### src/hw/rtl/mtg_pkg.sv
// Package for the Mersenne-Twister-style generator.
// Holds sizes, generator constants, the seed datapath control struct and
// the tempering and twist-mix functions. No dependencies.
package mtg_pkg;

  localparam int unsigned STATE_WORDS = 624;
  localparam int unsigned TAP_OFFSET  = 397;
  localparam int unsigned SPAN_DIFF   = STATE_WORDS - TAP_OFFSET;
  localparam int unsigned IDX_W       = $clog2(STATE_WORDS + 1);
  localparam int unsigned WORD_W      = 64;

  localparam logic [31:0] LCG_MUL     = 32'd2147001325;
  localparam logic [31:0] LCG_ADD     = 32'd715136305;
  localparam logic [31:0] LCG_XOR     = 32'h31415926;
  localparam logic [31:0] TWIST_XOR   = 32'h9908b0df;
  localparam logic [31:0] TEMPER_B    = 32'h9d2c5680;
  localparam logic [31:0] TEMPER_C    = 32'hefc60000;

  localparam logic FUNC_SEED = 1'b0;
  localparam logic FUNC_GEN  = 1'b1;

  typedef struct packed {
    logic load;
    logic mul_lo;
    logic mul_hi;
    logic sum;
    logic step;
  } seed_ctrl_t;

  function automatic logic [31:0] mix_pair(input logic hi_bit, input logic [30:0] lo_bits);
    logic [31:0] t;
    t = {hi_bit, lo_bits};
    return (t >> 1) ^ (t[0] ? TWIST_XOR : 32'h0);
  endfunction

  function automatic logic [WORD_W-1:0] temper(input logic [WORD_W-1:0] y_in);
    logic [WORD_W-1:0] y;
    y = y_in;
    y = y ^ (y >> 11);
    y = y ^ ((y << 7) & {32'h0, TEMPER_B});
    y = y ^ ((y << 15) & {32'h0, TEMPER_C});
    y = y ^ (y >> 18);
    return y;
  endfunction

endpackage

### src/hw/rtl/mtg_seed_dp.sv
// Seed fill datapath: LCG step and shuffle per word in low-multiply, high-multiply,
// sum and step phases, sharing one 32x32 multiplier. Depends on mtg_pkg.
module mtg_seed_dp import mtg_pkg::*; (
  input  logic              clk_i,
  input  seed_ctrl_t        ctrl_i,
  input  logic [WORD_W-1:0] seed_i,
  output logic [WORD_W-1:0] word_o
);

  logic [WORD_W-1:0] x_q, x_d;
  logic [WORD_W-1:0] plo_q;
  logic [31:0]       phi_q;
  logic [WORD_W-1:0] v_q;
  logic [31:0]       mul_a;
  logic [63:0]       prod;
  logic [WORD_W-1:0] w;

  assign mul_a = ctrl_i.mul_hi ? x_q[63:32] : x_q[31:0];
  assign prod  = {32'h0, mul_a} * {32'h0, LCG_MUL};
  assign w     = {32'h0, LCG_XOR} ^ ((v_q >> 16) + (v_q << 16));

  always_comb begin
    x_d = x_q;
    if (ctrl_i.load) begin
      x_d = seed_i;
    end else if (ctrl_i.step) begin
      x_d = w;
    end
  end

  always_ff @(posedge clk_i) begin
    x_q <= x_d;
    if (ctrl_i.mul_lo) begin
      plo_q <= prod;
    end
    if (ctrl_i.mul_hi) begin
      phi_q <= prod[31:0];
    end
    if (ctrl_i.sum) begin
      v_q <= plo_q + {phi_q, 32'h0} + {32'h0, LCG_ADD};
    end
  end

  assign word_o = w;

endmodule

### config.mk
export PLATFORM = sky130hd
export DESIGN_NAME = mtg_seed_dp
export DESIGN_NICKNAME = d
export VERILOG_FILES = /design/src/hw/rtl/mtg_pkg.sv /design/src/hw/rtl/mtg_seed_dp.sv
export SDC_FILE = /design/constraint.sdc
export NUM_CORES = 2
export LEC_CHECK = 0
export BUFFER_PORTS_ARGS = -buffer_cell sky130_fd_sc_hd__buf_2
export CAP_MARGIN = 20
export CORE_MARGIN = 2
export CORE_UTILIZATION = 63
export CTS_BUF_LIST = sky130_fd_sc_hd__clkbuf_4 sky130_fd_sc_hd__clkbuf_8
export DETAILED_ROUTE_END_ITERATION = 10
export PLACE_DENSITY = 0.83
export SETUP_SLACK_MARGIN = 0.1
export SLEW_MARGIN = 20
export SYNTH_ARGS = -nofsm -noshare
export SYNTH_HDL_FRONTEND = slang
export SYNTH_SLANG_ARGS = --single-unit
### constraint.sdc
create_clock -name clk_i -period 21.1 [get_ports clk_i]
set_input_delay 1.055 -clock clk_i [delete_from_list [all_inputs] [get_ports clk_i]]
set_output_delay 1.055 -clock clk_i [all_outputs]
set_load 0.03 [all_outputs]
==> key figures <==
Status
  • Outcome: finished clean

Placed design
  • RePlAce Congestion: 1.017
  • IO buf count: 133
  • DP Wirelength: 82290 um
  • Placement-stage worst setup slack: 10.92 ns

Clock network
  • Cts bufs inserted: 38
  • H-tree Lvls: 2
  • TritonCTS clock tree: yes
  • Clock Tree Buf Depth: 3
  • CTS Root Cell: clkbuf_8
  • Worst skew pair latency: 0.60 ns
  • Cts hold-fix bufs: 0
  • # Post-CTS Setup Buffers: 0
  • Post-CTS sizing: 0
  • CTS sink cnt: 223
  • Worst-path clk slew: 0.06 ns

Yosys
  • Most used DFF post-synth: edfxtp_1
  • Syn avg cell area: 10.57 um2
  • Seq/Total Area, Yosys: 21.29%
  • Async SR Flop Fraction: 0%
  • Post-synth cell types: 87
  • FF+latch count, synth: 223
  • Synthesized area: 31450 um2
  • Yosys warns: 0
  • Post-Syn Instances: 2975
  • Post-synth EDFFs: 223
  • Syn_nets: 3928

STA
  • Endpoints failing hold: 0
  • Slew Limit Headroom: 32.89%
  • Worst Clk Skew: 0.03326 ns
  • Final-report setup violation count: 0
  • Pins Over Slew Limit: 0
  • Setup ws final: 11.37 ns
  • Worst slew pin tran: 0.9995 ns
  • RSZ-0062 raised after global routing: false
  • Maximum clock rate: 102.8 MHz
  • Final TNS setup: 0 ns
  • Min Clock Period, post-route: 9.727 ns
  • Fin crit share: 46.10%

Critical path
  • Cell repeated most along the worst path: fa_1
  • R2R Path Start: x_q[37]
  • Largest stage delay on the critical path: 0.84 ns
  • Worst path arrival time: 10.12 ns
  • R2R depth: 23
  • Slowest cell on crit path: mux2i_1
  • Kind of critical path: in -> reg
  • Worst-path maximum fanout: 34
  • Flop-to-flop setup slack: 12.73 ns
  • Kind of start point of the critical path: input pin
  • R2R Path End: plo_q[54]
  • Worst setup EP type: flip-flop
  • CP required: 21.49 ns

Min path
  • Worst Hold Launch: phi_q[31]
  • Hold path depth: 1
  • Hold Path End: v_q[63]
  • Worst Hold Class: reg -> reg

Floorplanning
  • Core area: 49150 um2
  • Die Wd: 227.4 um
  • Initial core utilization: 63.98%
  • Row count: 81
  • Ports: 134
  • Die height: 227.4 um
  • Die area: 51720 um2

Global routing
  • GR Overflow Total: 0
  • Largest net degree at the start of global routing: 74
  • Initial antenna violation count: 3
  • Global-route wire length before repair: 144300 um
  • GR Util All Layers: 38.38%
  • Vias in the first global route: 23880

Final layout
  • Final core occ: 68.01%
  • Layout cells sized above 1: 9.024%
  • Commonest non-fill, non-tap cells in the layout: inv_1, fa_1, ha_1
  • Synth-to-Final Area Change: 6.302%
  • Final Net Count: 4030
  • Commonest non-fill, non-tap cell in the layout: inv_1

Routing
  • Routed Antenna Nets: 0
  • DRT Pass-1 Iters: 5
  • Initial detailed-routing violation count: 2059
  • Via density: 6.110
  • Total wire length: 95080 um
  • Routed len/inst: 25.23 um
  • Routed vias: 23030
  • Residual DRC: 0

Job
  • Max_cap viols: 0
synthesized netlist by cell type, drive strengths merged, types with 59 or more instances:
cell / instances / area (um2)
xnor2: 97 / 849.6
nor2: 78 / 292.8
xor2: 76 / 665.6
nand3: 59 / 305.3
o21ai: 90 / 465.4
ha: 438 / 5480
a21o: 85 / 639.4
a21oi: 148 / 770.7
inv: 619 / 2323
fa: 445 / 8909
nand2: 133 / 499.2
edfxtp: 223 / 6696
metal layers:
| layer | up-vias | routed length [um] | track usage, % |
|---|---|---|---|
| met5 | - | 13 | 0 |
| met4 | 2 | 4041 | 14.74 |
| met3 | 240 | 9089 | 9.667 |
| met2 | 1091 | 43150 | 59.66 |
| met1 | 11540 | 38780 | 52.16 |
| li1 | 10160 | - | - |
registers in the layout, summed over array words and instances, names as in the netlist:
name,count
phi_q,32
plo_q,63
x_q,64
v_q,64
through the flow:
| step | instance area, um2 | hold WS, ns | std cells |
|---|---|---|---|
| floorplan | 31450 | 0.5468 | 2975 |
| global placement | 32660 | 0.5540 | 3701 |
| detailed placement | 32660 | 0.5556 | 3701 |
| CTS | 33430 | 0.5654 | 3767 |
| global route | 33430 | 0.5787 | 3767 |
| finish | 33430 | 0.5640 | 3769 |
critical path, delay by kind of cell:
family          cells  cell delay, ns
mux                 1            0.84
xor+xnor            2            0.41
simple gates        3            0.85
compound gates      4            1.04
fa+ha+maj           9            4.30
buf+inv             7            1.48
cell type report:
type	count	area [um2]
timing repair buffer	142	733.2
sequential	223	6696
antenna	2	5.005
fill	3792	15720
clock inverter	22	187.7
multi-input combinational	2052	22080
tap	664	830.8
inverter	620	2327
clock buffer	44	574.3
how the worst max path moves through the flow:
stage / from / end / slack [ns]
global placement: ctrl_i[2] / plo_q[54] / 11.04
floorplan: ctrl_i[2] / plo_q[52] / 12.57
global route: ctrl_i[2] / plo_q[54] / 11.02
detailed placement: ctrl_i[2] / plo_q[54] / 10.92
CTS: ctrl_i[2] / plo_q[54] / 11.48
finish: ctrl_i[2] / plo_q[54] / 11.37
kinds of logic (layout without fill, tap and decap cells):
kind of cell,Yosys count,in the layout,synth area share (%)
AOI/OAI and AO/OA,494,494,10.44
xor gates and xnor gates,173,173,4.818
adders and majority gates,884,884,45.78
buffers and inverters,700,828,8.510
DFF,223,223,21.29
muxes,60,60,2.073
other,0,2,0
and+or+nand+nor,441,441,7.086
Power is not shown: default switching activity piles up to over one toggle a cycle in this logic, so the estimate is an artifact.
